==> src/rtl/clnf_pkg.sv <==
// ----------------------------------------------------------------------------
// Character LCD number formatter package
// Request and result types, mode codes and display constants shared by the
// formatter modules.
// ----------------------------------------------------------------------------
package clnf_pkg;

	localparam logic [2:0] MODE_CHAR = 3'd0;
	localparam logic [2:0] MODE_UDEC = 3'd1;
	localparam logic [2:0] MODE_SDEC = 3'd2;
	localparam logic [2:0] MODE_HEX  = 3'd3;
	localparam logic [2:0] MODE_BIN  = 3'd4;

	localparam logic [1:0] LINE_FIRST = 2'd1;

	localparam logic [7:0] LCD_SET_ADDR = 8'h80;
	localparam logic [7:0] LCD_LINE2    = 8'h40;
	localparam logic [7:0] ASCII_ZERO   = 8'h30;
	localparam logic [7:0] ASCII_ALPHA  = 8'h37;
	localparam logic [7:0] ASCII_PLUS   = 8'h2B;
	localparam logic [7:0] ASCII_MINUS  = 8'h2D;

	localparam logic [31:0] RECIP_10    = 32'hCCCC_CCCD;
	localparam int          RECIP_SHIFT = 35;

	localparam int QUEUE_DEPTH = 2;

	typedef struct packed {
		logic [2:0]  mode;
		logic [1:0]  line_select;
		logic [5:0]  column;
		logic [15:0] value;
		logic [4:0]  digit_count;
	} req_t;

	typedef struct packed {
		logic [7:0] lcd_byte;
		logic       is_data;
		logic       last;
	} rsp_t;

	typedef struct packed {
		logic [2:0] mode;
		logic [7:0] cmd;
		logic       neg;
	} head_t;

	function automatic logic [7:0] digit_to_ascii(input logic [3:0] dig);
		logic [7:0] res;
		if (dig < 4'd10) begin
			res = ASCII_ZERO + {4'b0000, dig};
		end else begin
			res = ASCII_ALPHA + {4'b0000, dig};
		end
		return res;
	endfunction

endpackage

==> src/rtl/char_lcd_number_formatter_core.sv <==
// ----------------------------------------------------------------------------
// Character LCD number formatter core
// Turns a request into the set-address command followed by the character
// bytes of one number field, one byte per strobe.
// ----------------------------------------------------------------------------
// A request is written to the queue, popped in S_IDLE, and its command byte is emitted in S_CMD
// and registered onto rsp. Char mode then sends one character byte; hexadecimal and binary send
// digit_count digits; decimal converts digit_count digits first (signed mode sends a sign byte before).
// The decimal digits come from the divide-by-ten loop in the back end.
// A two-entry queue lets two more requests wait while one is formatted.
// Reset clears the queue and the sequencer; no byte is sent during reset.
module char_lcd_number_formatter_core #(
	parameter int MAX_DIGITS  = 16,
	parameter int VALUE_WIDTH = 16
) (
	input  logic           clk,
	input  logic           arst_n,
	input  logic           start,
	input  clnf_pkg::req_t req,
	output logic           busy,
	output logic           strobe,
	output clnf_pkg::rsp_t rsp
);
	import clnf_pkg::*;

	localparam int CNT_W  = $clog2(MAX_DIGITS + 1);
	localparam int DESC_W = $bits(head_t) + VALUE_WIDTH + CNT_W;

	logic                   push;
	logic                   pop;
	logic                   full;
	logic                   empty;
	head_t                  f_head;
	logic [VALUE_WIDTH-1:0] f_mag;
	logic [CNT_W-1:0]       f_cnt;
	head_t                  b_head;
	logic [VALUE_WIDTH-1:0] b_mag;
	logic [CNT_W-1:0]       b_cnt;
	logic [DESC_W-1:0]      wdata;
	logic [DESC_W-1:0]      rdata;

	assign busy  = full;
	assign wdata = {f_head, f_mag, f_cnt};
	assign {b_head, b_mag, b_cnt} = rdata;

	clnf_front #(
		.MAX_DIGITS  (MAX_DIGITS),
		.VALUE_WIDTH (VALUE_WIDTH),
		.CNT_W       (CNT_W)
	) u_front (
		.start (start),
		.req   (req),
		.full  (full),
		.push  (push),
		.head  (f_head),
		.mag   (f_mag),
		.cnt   (f_cnt)
	);

	clnf_queue #(
		.WIDTH (DESC_W)
	) u_queue (
		.clk    (clk),
		.arst_n (arst_n),
		.push   (push),
		.wdata  (wdata),
		.pop    (pop),
		.rdata  (rdata),
		.full   (full),
		.empty  (empty)
	);

	clnf_back #(
		.MAX_DIGITS  (MAX_DIGITS),
		.VALUE_WIDTH (VALUE_WIDTH),
		.CNT_W       (CNT_W)
	) u_back (
		.clk    (clk),
		.arst_n (arst_n),
		.empty  (empty),
		.head   (b_head),
		.mag    (b_mag),
		.cnt    (b_cnt),
		.pop    (pop),
		.strobe (strobe),
		.rsp    (rsp)
	);

endmodule

==> src/rtl/clnf_front.sv <==
// ----------------------------------------------------------------------------
// Formatter front end
// Accepts requests, drops undefined modes, and builds the set-address
// command, the sign and the magnitude for the back end.
// ----------------------------------------------------------------------------
module clnf_front #(
	parameter int MAX_DIGITS  = 16,
	parameter int VALUE_WIDTH = 16,
	parameter int CNT_W       = $clog2(MAX_DIGITS + 1)
) (
	input  logic                   start,
	input  clnf_pkg::req_t         req,
	input  logic                   full,
	output logic                   push,
	output clnf_pkg::head_t        head,
	output logic [VALUE_WIDTH-1:0] mag,
	output logic [CNT_W-1:0]       cnt
);
	import clnf_pkg::*;

	logic                   mode_ok;
	logic [31:0]            val_ext;
	logic [VALUE_WIDTH-1:0] val_m;
	logic [7:0]             addr;
	logic                   neg;

	always_comb begin
		mode_ok = (req.mode == MODE_CHAR) || (req.mode == MODE_UDEC) ||
			(req.mode == MODE_SDEC) || (req.mode == MODE_HEX) || (req.mode == MODE_BIN);
		push = start && !full && mode_ok;

		addr = LCD_SET_ADDR + {2'b00, req.column} - 8'd1;
		if (req.line_select != LINE_FIRST) begin
			addr = addr + LCD_LINE2;
		end

		val_ext = {16'h0000, req.value};
		val_m   = val_ext[VALUE_WIDTH-1:0];
		neg     = val_m[VALUE_WIDTH-1] || (val_m == '0);

		head.mode = req.mode;
		head.cmd  = addr;
		head.neg  = neg;

		if (req.mode == MODE_SDEC && neg) begin
			mag = ~val_m + {{(VALUE_WIDTH-1){1'b0}}, 1'b1};
		end else begin
			mag = val_m;
		end

		if (int'(req.digit_count) > MAX_DIGITS) begin
			cnt = CNT_W'(MAX_DIGITS);
		end else begin
			cnt = CNT_W'(req.digit_count);
		end
	end

endmodule

==> src/rtl/clnf_queue.sv <==
// ----------------------------------------------------------------------------
// Formatter request queue
// Short first-in first-out buffer that decouples the front end from the
// back end.
// ----------------------------------------------------------------------------
module clnf_queue #(
	parameter int WIDTH = 8
) (
	input  logic             clk,
	input  logic             arst_n,
	input  logic             push,
	input  logic [WIDTH-1:0] wdata,
	input  logic             pop,
	output logic [WIDTH-1:0] rdata,
	output logic             full,
	output logic             empty
);
	import clnf_pkg::*;

	localparam int PTR_W = (QUEUE_DEPTH > 1) ? $clog2(QUEUE_DEPTH) : 1;
	localparam int CNT_W = $clog2(QUEUE_DEPTH + 1);

	logic [WIDTH-1:0] mem_q [QUEUE_DEPTH];
	logic [PTR_W-1:0] wptr_q;
	logic [PTR_W-1:0] rptr_q;
	logic [CNT_W-1:0] count_q;

	assign full  = (count_q == CNT_W'(QUEUE_DEPTH));
	assign empty = (count_q == '0);
	assign rdata = mem_q[rptr_q];

	always_ff @(posedge clk or negedge arst_n) begin
		if (!arst_n) begin
			wptr_q  <= '0;
			rptr_q  <= '0;
			count_q <= '0;
		end else begin
			if (push) begin
				wptr_q <= (wptr_q == PTR_W'(QUEUE_DEPTH - 1)) ? '0 : wptr_q + 1'b1;
			end
			if (pop) begin
				rptr_q <= (rptr_q == PTR_W'(QUEUE_DEPTH - 1)) ? '0 : rptr_q + 1'b1;
			end
			if (push && !pop) begin
				count_q <= count_q + 1'b1;
			end else if (pop && !push) begin
				count_q <= count_q - 1'b1;
			end
		end
	end

	always_ff @(posedge clk) begin
		if (push) begin
			mem_q[wptr_q] <= wdata;
		end
	end

endmodule

==> src/rtl/clnf_back.sv <==
// ----------------------------------------------------------------------------
// Formatter back end
// Sequences the command, character, sign and digit bytes of one request. Decimal
// digits come from a divide-by-ten loop using a reciprocal
// multiply; hexadecimal and binary digits are sliced from the value.
// ----------------------------------------------------------------------------
module clnf_back #(
	parameter int MAX_DIGITS  = 16,
	parameter int VALUE_WIDTH = 16,
	parameter int CNT_W       = $clog2(MAX_DIGITS + 1)
) (
	input  logic                   clk,
	input  logic                   arst_n,
	input  logic                   empty,
	input  clnf_pkg::head_t        head,
	input  logic [VALUE_WIDTH-1:0] mag,
	input  logic [CNT_W-1:0]       cnt,
	output logic                   pop,
	output logic                   strobe,
	output clnf_pkg::rsp_t         rsp
);
	import clnf_pkg::*;

	localparam int IDX_W = (MAX_DIGITS > 1) ? $clog2(MAX_DIGITS) : 1;
	localparam int PW    = VALUE_WIDTH + 32;
	localparam int QW    = PW - RECIP_SHIFT;

	typedef enum logic [6:0] {
		S_IDLE = 7'b0000001,
		S_CMD  = 7'b0000010,
		S_CHAR = 7'b0000100,
		S_SIGN = 7'b0001000,
		S_MUL  = 7'b0010000,
		S_REM  = 7'b0100000,
		S_EMIT = 7'b1000000
	} state_t;

	state_t                 state_q, state_d;
	state_t                 after_sign;
	head_t                  head_q;
	logic [VALUE_WIDTH-1:0] work_q;
	logic [CNT_W-1:0]       cnt_q;
	logic [IDX_W-1:0]       conv_idx_q;
	logic [IDX_W-1:0]       idx_q;
	logic [PW-1:0]          prod_q;
	logic [3:0]             digs_q [MAX_DIGITS];
	logic                   strobe_q;
	rsp_t                   rsp_q, rsp_d;
	logic                   emit;
	logic                   is_dec;
	logic                   cnt_zero;
	logic                   conv_last;
	logic [QW-1:0]          quot;
	logic [VALUE_WIDTH-1:0] qx10;
	logic [VALUE_WIDTH-1:0] rem;
	logic [VALUE_WIDTH-1:0] shifted_h;
	logic [VALUE_WIDTH-1:0] shifted_b;
	logic [3:0]             dig;

	assign strobe = strobe_q;
	assign rsp    = rsp_q;

	always_comb begin
		is_dec    = (head_q.mode == MODE_UDEC) || (head_q.mode == MODE_SDEC);
		cnt_zero  = (cnt_q == '0);
		conv_last = (CNT_W'(conv_idx_q) + CNT_W'(1)) == cnt_q;

		quot = prod_q[PW-1:RECIP_SHIFT];
		qx10 = {quot, 3'b000} + {2'b00, quot, 1'b0};
		rem  = work_q - qx10;

		shifted_h = work_q >> {idx_q, 2'b00};
		shifted_b = work_q >> idx_q;
		if (is_dec) begin
			dig = digs_q[idx_q];
		end else if (head_q.mode == MODE_HEX) begin
			dig = shifted_h[3:0];
		end else begin
			dig = {3'b000, shifted_b[0]};
		end

		if (cnt_zero) begin
			after_sign = S_IDLE;
		end else if (is_dec) begin
			after_sign = S_MUL;
		end else begin
			after_sign = S_EMIT;
		end

		state_d = state_q;
		emit    = 1'b0;
		pop     = 1'b0;
		rsp_d   = '0;
		case (state_q)
			S_IDLE: begin
				if (!empty) begin
					pop     = 1'b1;
					state_d = S_CMD;
				end
			end
			S_CMD: begin
				emit           = 1'b1;
				rsp_d.lcd_byte = head_q.cmd;
				rsp_d.is_data  = 1'b0;
				rsp_d.last     = (head_q.mode != MODE_CHAR) &&
					(head_q.mode != MODE_SDEC) && cnt_zero;
				if (head_q.mode == MODE_CHAR) begin
					state_d = S_CHAR;
				end else if (head_q.mode == MODE_SDEC) begin
					state_d = S_SIGN;
				end else begin
					state_d = after_sign;
				end
			end
			S_CHAR: begin
				emit           = 1'b1;
				rsp_d.lcd_byte = work_q[7:0];
				rsp_d.is_data  = 1'b1;
				rsp_d.last     = 1'b1;
				state_d        = S_IDLE;
			end
			S_SIGN: begin
				emit           = 1'b1;
				rsp_d.lcd_byte = head_q.neg ? ASCII_MINUS : ASCII_PLUS;
				rsp_d.is_data  = 1'b1;
				rsp_d.last     = cnt_zero;
				state_d        = after_sign;
			end
			S_MUL: begin
				state_d = S_REM;
			end
			S_REM: begin
				state_d = conv_last ? S_EMIT : S_MUL;
			end
			S_EMIT: begin
				emit           = 1'b1;
				rsp_d.lcd_byte = digit_to_ascii(dig);
				rsp_d.is_data  = 1'b1;
				rsp_d.last     = (idx_q == '0);
				if (idx_q == '0) begin
					state_d = S_IDLE;
				end
			end
			default: begin
				state_d = S_IDLE;
			end
		endcase
	end

	always_ff @(posedge clk or negedge arst_n) begin
		if (!arst_n) begin
			state_q  <= S_IDLE;
			strobe_q <= 1'b0;
		end else begin
			state_q  <= state_d;
			strobe_q <= emit;
		end
	end

	always_ff @(posedge clk) begin
		if (pop) begin
			head_q     <= head;
			work_q     <= mag;
			cnt_q      <= cnt;
			conv_idx_q <= '0;
		end
		if (state_q == S_MUL) begin
			prod_q <= work_q * RECIP_10;
		end
		if (state_q == S_REM) begin
			digs_q[conv_idx_q] <= rem[3:0];
			work_q             <= VALUE_WIDTH'(quot);
			conv_idx_q         <= conv_idx_q + 1'b1;
		end
		if (state_q == S_EMIT) begin
			idx_q <= idx_q - 1'b1;
		end else if (state_d == S_EMIT) begin
			idx_q <= IDX_W'(cnt_q - 1'b1);
		end
		if (emit) begin
			rsp_q <= rsp_d;
		end
	end

endmodule

==> config.mk <==
export PLATFORM = sky130hd
export DESIGN_NAME = char_lcd_number_formatter_core
export DESIGN_NICKNAME = d
export VERILOG_FILES = /design/src/rtl/clnf_pkg.sv /design/src/rtl/char_lcd_number_formatter_core.sv /design/src/rtl/clnf_front.sv /design/src/rtl/clnf_queue.sv /design/src/rtl/clnf_back.sv
export SDC_FILE = /design/constraint.sdc
export NUM_CORES = 1
export LEC_CHECK = 0
export BUFFER_PORTS_ARGS = -buffer_cell sky130_fd_sc_hd__buf_2
export CAP_MARGIN = 20
export CORE_ASPECT_RATIO = 0.75
export CORE_MARGIN = 3
export CORE_UTILIZATION = 25
export DETAILED_ROUTE_END_ITERATION = 7
export MAX_ROUTING_LAYER = met4
export SLEW_MARGIN = 20
export SYNTH_ARGS = -nofsm -noshare
export SYNTH_HDL_FRONTEND = slang
export SYNTH_SLANG_ARGS = --single-unit
==> constraint.sdc <==
create_clock -name clk -period 10.1 [get_ports clk]
set_input_delay 2.02 -clock clk [delete_from_list [all_inputs] [get_ports clk]]
set_output_delay 2.02 -clock clk [all_outputs]
set_load 0.1 [all_outputs]
Word-level counts from Yosys, hierarchy flattened --
Memories as Yosys holds them, arrays and structs flattened. A register that Yosys moved wholly into a read port is not among the register bits. Index checks and enable logic that the tools add are counted.
Word-level totals: bits in registers 111, bits in writable memories 130, output and inout bits 12, word-level logic and storage cells 121, memories kept 2
Operators by class: add/subtract/negate cells 16, multiply operators 1, magnitude comparators 2, eq/ne operators 19, shift operators 2, multiplexer cells 34, bitwise gates (word level) 1, reductions and logical operators 27
Memories:
- u_queue.mem_q | words 2, width 33, rd ports 1, clocked after Yosys merged registers in 0, write ports 1, line clnf_queue.sv:23 | logic [WIDTH-1:0] mem_q [QUEUE_DEPTH];
- u_back.digs_q | words 16, width 4, rd ports 1, clocked after Yosys merged registers in 1, write ports 1, line clnf_back.sv:46 | logic [3:0] digs_q [MAX_DIGITS];
Operators by type and width (count):
- $mux 7 | 7
- $mul 16x32->48 const B | 1
- $pmux 7 s6 | 1
- $pmux 10 s4 | 1
- $mux 4 | 7
- $mux 13 | 2
- $add 16x1->16 const B | 1
- $logic_not 16->1 | 1
- $mux 16 | 1
- $mux 8 | 2
- $not 16->16 | 1
- $shr 16x4->1 | 1
- $shr 16x6->4 | 1
- $add 6x4->7 const A | 2
- $eq 7x7->1 const B | 2
- $eq 3x2->1 const B | 4
- $mux 1 | 9
- $add 8x6->8 const A | 1
- $add 8x7->8 const B | 1
- $sub 4x1->4 const B | 2
- $sub 8x1->8 const B | 1
- $eq 7x1->1 const B | 1
- $eq 7x2->1 const B | 1
- $eq 7x3->1 const B | 1
- other kinds (31) | 50

Depth between registers and ports, before layout --
Gate-level depths: netlist of run 1.
depth after elaboration 11, gate-level depth with buffers 20, gate-level depth less buffers 20

Modules after synthesis --
Synthesis of run 1 repeated with hierarchy kept, for this count alone.
Unflattened totals: cells, all modules 1130, area total of the unflattened synthesis 14356.3 sq um
By module, submodules not included:
- clnf_back | instances 1, cells an instance 919, area an instance 10958.0 sq um, sequential area each 4095.2 sq um
- clnf_queue | instances 1, cells an instance 119, area an instance 2720.1 sq um, sequential area each 2082.0 sq um
- clnf_front | instances 1, cells an instance 92, area an instance 678.2 sq um, sequential area each 0.0 sq um

Worst setup path after synthesis of run 1 --
No wires, ideal clock.
path kind reg-to-reg, start reg u_back.work_q[1], end reg u_back.prod_q[46], data pin, setup time 0.266 ns, arrival 5.400 ns, data required time 9.834 ns, path slack 4.434 ns, cell stages (with the launch flop) 19, clock period less this slack 5.666 ns, path through edfxtp_1 > ha_1 > inv_1 > fa_1 > inv_1 > fa_1 > inv_1 > fa_1 > fa_1 > fa_1 > inv_1 > ha_1 > and4_1 > a21o_1 > a2111oi_0 > o32ai_1 > a21oi_1 > o221ai_1 > xor2_1
On the way: cells in the longest elaborated chain, start to end 1
Ends and longest elaborated chain:
- from (decl) | line clnf_back.sv:41 | logic [VALUE_WIDTH-1:0] work_q;
- from (signal assigned) | line clnf_back.sv:163 | work_q <= mag;
- from (signal assigned) | line clnf_back.sv:172 | work_q <= VALUE_WIDTH'(quot);
- $mul 16x32->48 | line clnf_back.sv:168 | prod_q <= work_q * RECIP_10;
- to (signal assigned) | line clnf_back.sv:168
- to (decl) | line clnf_back.sv:45 | logic [PW-1:0] prod_q;
Every way passes these cells. A chain may end at the register's enable or synchronous reset.

Final worst setup path of run 1 --
Same ends and word-level chain as after synthesis.

==> results of run 1 <==
final cells by class:
class | instances | share of cell area, %
multi-input combinational | 697 | 44.39
sequential | 210 | 39.26
tap | 722 | 5.742
inverter | 184 | 4.390
clock buffer | 29 | 3.801
timing repair buffer | 56 | 1.940
clock inverter | 12 | 0.4612
antenna | 1 | 0.01590
registers in the layout (all words and copies together), names as in the netlist, named ones only:
name               flops
u_back.cnt_q           5
u_back.conv_idx_q      4
u_back.digs_q         64
u_back.head_q         12
u_back.idx_q           4
u_back.prod_q         13
u_back.rsp            10
u_back.state_q         7
u_back.strobe          1
u_back.work_q         16
u_queue.count_q        2
u_queue.mem_q         66
u_queue.rptr_q         1
u_queue.wptr_q         1
metrics by stage:
step / cells / hold WS [ns] / area, sq um / util [%]
2_1_floorplan: 1115 / 0.4582 / 13940 / -
3_3_place_gp: 1869 / 0.4745 / 15050 / 27.46
3_5_place_dp: 1869 / 0.4825 / 15050 / 27.46
4_1_cts: 1910 / 0.4897 / 15720 / 28.69
5_1_grt: 1911 / 0.5224 / 15730 / 28.70
6_report: 1911 / 0.4917 / 15730 / 28.70
critical path: stages (launching register included):
cell and delay (ns):
edfxtp_1 0.57, ha_1 0.38, inv_1 0.05, fa_1 0.53
inv_1 0.09, fa_1 0.57, inv_1 0.08, fa_1 0.56
fa_1 0.45, fa_1 0.54, inv_1 0.04, ha_1 0.32
and4_1 0.22, and3_1 0.20, nand3_1 0.09, o32ai_1 0.73
a21oi_1 0.31, o221ai_1 0.29, xor2_1 0.09
cell usage in the layout, fill, tap and decap left out, types with 5 or more instances in the layout:
cell and n:
and3_1 11, clkinv_2 5, clkbuf_16 23, clkbuf_1 6
buf_2 46, a21oi_1 34, dfrtp_1 11, xnor2_1 28
nor4_1 5, nand2b_1 8, a211oi_1 7, clkinv_1 5
xor2_1 28, nor2_1 48, inv_1 184, fa_1 80
a21boi_0 5, edfxtp_1 191, mux2_2 26, ha_1 144
mux2i_1 23, nand2_1 45, dfxtp_1 7, mux4_2 24
nand3_1 13, nor3_1 15, o21ai_0 29, a21o_1 9
buf_4 10, nor2b_1 9, and2_1 15, nand3b_1 5
cell families (layout without fill, tap and decap cells):
group | after synthesis | in the layout
AO/OA/AOI/OAI | 139 | 139
XOR/XNOR | 57 | 57
adder cells (fa/ha/maj) | 224 | 224
buffers and inverters | 208 | 281
flip-flops | 210 | 210
multiplexers | 73 | 73
other | 0 | 1
AND/OR/NAND/NOR | 204 | 204
worst min-delay path by stage:
stage | startpoint | end | cells after the start
floorplan | u_back.head_q[10] | u_back.state_q[2] | 1
global placement | u_back.head_q[10] | u_back.state_q[2] | 1
global route | u_back.head_q[10] | u_back.state_q[2] | 1
finish | u_back.head_q[10] | u_back.state_q[2] | 1
detailed placement | u_back.head_q[10] | u_back.state_q[2] | 1
CTS | u_back.head_q[10] | u_back.state_q[2] | 1
routing by layer:
layer,track usage [%],up-vias,routed length (microns)
met3,1.340,32,1253
met1,15.46,4191,15320
met2,15.42,171,12870
met5,-,-,0
li1,-,4063,-
met4,1.756,0,459
==> flow_summary.json, run 1 <==
{
  "outcome": "finished, final reports clean",
  "ys_warn_count": 0,
  "rr_worst_depth": 18,
  "n_fill_cell": 5639,
  "syn_inst": 1115,
  "synth_common_cells": "191 x edfxtp_1, 184 x inv_1, 144 x ha_1",
  "post_cts.repair.setup_buffers": 0,
  "gr-usage-all-layers_pct": 10.42,
  "slew-limit-headroom_pct": 34.06,
  "io_pins": 47,
  "io_buffers": 46,
  "vias_per_cell": 4.425,
  "routedWlPerCell_microns": 15.65,
  "rr_endpoint": "u_back.prod_q[46]",
  "cp.required_ns": 10.36,
  "syn-num-nets": 1374,
  "critPathCapture": "u_back.prod_q[46]",
  "synth.top_cell.area_share_pct": 41.15,
  "setup_violations": 0,
  "rows": 74,
  "holdCritPathClass": "flop to flop",
  "finalHoldViolCount": 0,
  "worst_pin_slew_ns": 0.9878,
  "place_ws_ns": 3.768,
  "chipWidth_microns": 278.7,
  "finalCritPeriodShare_pct": 63.22,
  "synthMuxAreaShare_pct": 7.630,
  "synth_top_family_by_area": "adder cells",
  "cts_root_buf": "clkbuf_16",
  "synth_edf_count": 191,
  "gp_congestion": 0.8762,
  "drive_gt1_share_pct": 13.05,
  "crit_type": "flop to flop",
  "num_vias": 8457,
  "die_area_sq_um": 58650,
  "final_nets": 1431,
  "core_area_sq_um": 54810,
  "yosysMostFrequentCell": "edfxtp_1",
  "maxCapViolCount": 0,
  "cts_tree": "done",
  "synth_xor_area_share_pct": 3.582,
  "fin_crit_ns": 6.385,
  "rsz0062_at_grt": "false",
  "cts_hold_buf": 0,
  "clk_latency_ns": 0.52,
  "ys_seq_area_share_pct": 44.32,
  "die_y_microns": 210.5,
  "fin_skew_ns": 0.01034,
  "crit_fanout": 10,
  "area.growth.synth_to_final_pct": 12.88,
  "clock_sinks": 210,
  "yosys_register_bits": 210,
  "multi_input_area_sq_um": 6984,
  "clock_path_buffers": 3,
  "clk_pin_slew_worst_paths_ns": 0.07,
  "ctsResizeCount": 0,
  "ys_dominant_reg_cell": "edfxtp_1",
  "antenna_left": 0,
  "async_reset_ff_share_pct": 5.714,
  "synth_cell_types": 73,
  "ff_latch_area_sq_um": 6177,
  "grt_antenna_before_repair": 1,
  "reg2reg_from": "u_back.work_q[1]",
  "grt_pass1_wl_mm": 47.75,
  "slew_viol_final": 0,
  "totalWireLength_mm": 29.90,
  "htreeDepth": 1,
  "setup_tns_ns": 0,
  "drt_pass1_iterations": 7,
  "end_kind": "flop",
  "cp_data_arrival_time_ns": 6.65,
  "synth_compound_area_share_pct": 6.706,
  "netlist_area_sq_um": 13940,
  "syn_avg_cell_area_sq_um": 12.50,
  "synth_top_area_cell": "edfxtp_1",
  "drt-initial-drc-count": 473,
  "drc_errors": 0,
  "grt_start_max_net_pins": 35,
  "place_hpwl_mm": 23.32,
  "fmax_mhz": 156.6,
  "grt_pass1_vias": 8653,
  "synth_area_leaders": "edfxtp_1 41%, ha_1 13%, fa_1 11%",
  "numCtsBuffers": 23,
  "critPathLaunch": "u_back.work_q[1]",
  "overflow": 0,
  "synth-simple-area-share_pct": 7.594,
  "start_kind": "flop",
  "start_util_pct": 25.43,
  "yosys.area_share.adder_pct": 24.42,
  "fin_ws_ns": 3.715,
  "reg2reg_slack_ns": 3.71
}
Power of run 1 is not shown: default switching activity piles up to over one toggle a cycle in this logic, so the estimate is an artifact.
==> inputs of run 2 (changes only) <==
clock period = 5.2 ns   (was 10.1 ns; I/O delays follow)
==> run 2 against run 1 <==
The flow now finishes with violations (setup timing). Via count increased by 5.4%. Sequential cell count unchanged. Critical endpoint unchanged. Clock skew increased by 0.0034 ns. Setup slack got worse by 3.9 ns. Cell count increased by 5.2%. Critical path depth unchanged. First-iteration DRC count increased by 50%.
==> flow_summary.json, run 2 (synthesis gave the netlist of run 1 again) <==
{
  "gr-usage-all-layers_pct": 11.16,
  "fmax_mhz": 184.6,
  "critPathMaxStageDelay_ns": 0.54,
  "largest_register": "u_queue.mem_q",
  "use_met2_pct": 16.77,
  "place_hpwl_mm": 24.68,
  "num_vias": 8913,
  "vias_per_cell": 4.432,
  "core_area_sq_um": 54810,
  "overflow": 0,
  "gp_congestion": 0.8666,
  "area.growth.synth_to_final_pct": 23.45,
  "maxCapViolCount": 0,
  "start_util_pct": 25.43,
  "final_nets": 1531,
  "slew-limit-headroom_pct": 39.74,
  "cp_top_family": "adder cells",
  "holdCritPathClass": "primary input to async pin",
  "antenna_left": 0,
  "fin_crit_ns": 5.416,
  "n_antenna_cell": 0,
  "largest_register_ffs": 66,
  "die_area_sq_um": 58650,
  "grt_pass1_wl_mm": 50.78,
  "setup_violations": 13,
  "cpMostUsedCell": "fa_1",
  "cp_data_arrival_time_ns": 5.69,
  "final_common_cell": "edfxtp_1",
  "io_pins": 47,
  "die_y_microns": 210.5,
  "grt_antenna_before_repair": 0,
  "start_kind": "flop",
  "outcome": "finished with violations",
  "clock_sinks": 210,
  "crit_type": "flop to flop",
  "drt-initial-drc-count": 711,
  "rows": 74,
  "worst_pin_slew_ns": 0.9019,
  "clock_path_buffers": 3,
  "grt_start_max_net_pins": 35,
  "htreeDepth": 1,
  "reg2reg_from": "u_back.work_q[1]",
  "fin_ws_ns": -0.2157,
  "rr_worst_depth": 18,
  "drc_errors": 0,
  "cp.required_ns": 5.47,
  "drive_gt1_share_pct": 26.92,
  "totalWireLength_mm": 32.04,
  "use_met1_pct": 16.41,
  "layout_common_cells": "191 x edfxtp_1, 169 x inv_1, 118 x ha_1",
  "rsz0062_at_grt": "true",
  "setup_tns_ns": -1.854,
  "cpMaxStageDelayCell": "fa_2",
  "crit_fanout": 4,
  "rr_endpoint": "u_back.prod_q[46]",
  "violations": "setup timing",
  "chipWidth_microns": 278.7,
  "io_buffers": 46,
  "grt_pass1_vias": 9090,
  "n_fill_cell": 5485,
  "clk_pin_slew_worst_paths_ns": 0.06,
  "drt_pass1_iterations": 5,
  "cp_cell_sequence": "ha_4 -> inv_2 -> fa_2 -> inv_2 -> fa_1 -> inv_1 -> fa_1 -> fa_1 -> fa_1 -> inv_2 -> ha_4 -> and4_4 -> and3_4 -> nand3_4 -> o32ai_4 -> a21oi_4 -> o221ai_2 -> xor2_1",
  "grtUsageMet3_pct": 1.462,
  "slew_viol_final": 0,
  "critPathLaunch": "u_back.work_q[1]",
  "routedWlPerCell_microns": 15.93,
  "finalHoldViolCount": 0,
  "numCtsBuffers": 23,
  "end_kind": "flop",
  "cts_tree": "done",
  "critPathBufInv": 4,
  "largest_registers": "u_queue.mem_q x66, u_back.digs_q x64, u_back.work_q x16",
  "busiest_layer": "met2",
  "fin_skew_ns": 0.01377,
  "reg2reg_slack_ns": -0.22,
  "clk_latency_ns": 0.52,
  "finalCritPeriodShare_pct": 104.1,
  "cts_root_buf": "clkbuf_16"
}
run 2: cell types whose count changed in the layout (fill, tap and decap cells not counted), sizes merged:
| cell | before | now |
|---|---|---|
| bufinv | 0 | 4 |
| clkinv | 10 | 8 |
| diode | 1 | 0 |
| clkinvlp | 0 | 2 |
| buf | 56 | 156 |
| clkbuf | 29 | 26 |
run 2: worst max-delay path by stage:
stage	slack [ns]	cells after the start	end
3_3_place_gp	-0.32	18	u_back.prod_q[40]
2_1_floorplan	-0.07	18	u_back.prod_q[44]
3_5_place_dp	-0.43	18	u_back.prod_q[46]
6_report	-0.22	18	u_back.prod_q[46]
4_1_cts	-0.26	18	u_back.prod_q[44]
5_1_grt	-0.39	18	u_back.prod_q[46]
run 2: stage by stage:
step	instances	hold WS, ns	cell area, sq um	setup slack (ns)	utilization (%)
final	2011	0.3998	17210	-0.2157	31.39
after global routing	2011	0.4021	17210	-0.3884	31.39
after CTS	2007	0.3898	16930	-0.2580	30.89
after detailed placement	1959	0.4906	15840	-0.4251	28.89
after global placement	1959	0.4816	15840	-0.3161	28.89
after floorplan	1115	0.4582	14050	-0.06601	-
run 2: area by class of cell:
cell class	count	area (sq um)	area share (%)
clock inverter	16	201.4	1.171
timing repair buffer	156	1091	6.341
multi-input combinational	697	7546	43.86
tap	722	903.4	5.250
clock buffer	26	596.8	3.469
inverter	184	690.7	4.014
sequential	210	6177	35.90
run 2: repair_timing:
item | CTS | global route
setup endpoints to repair | 13 | 13
buffers inserted | 7 | 3
pin swaps | 27 | 39
endpoints found under the hold margin | 0 | 0
gates resized for setup | 50 | 45
hold buffers | 0 | 0
run 2: metal layers:
| metal | routed length [microns] | vias up |
|---|---|---|
| met3 | 1692 | 35 |
| met1 | 15960 | 4421 |
| met4 | 419 | 0 |
| met5 | 0 | - |
| met2 | 13970 | 208 |
| li1 | - | 4249 |
Power of run 2 is left out for the same reason.
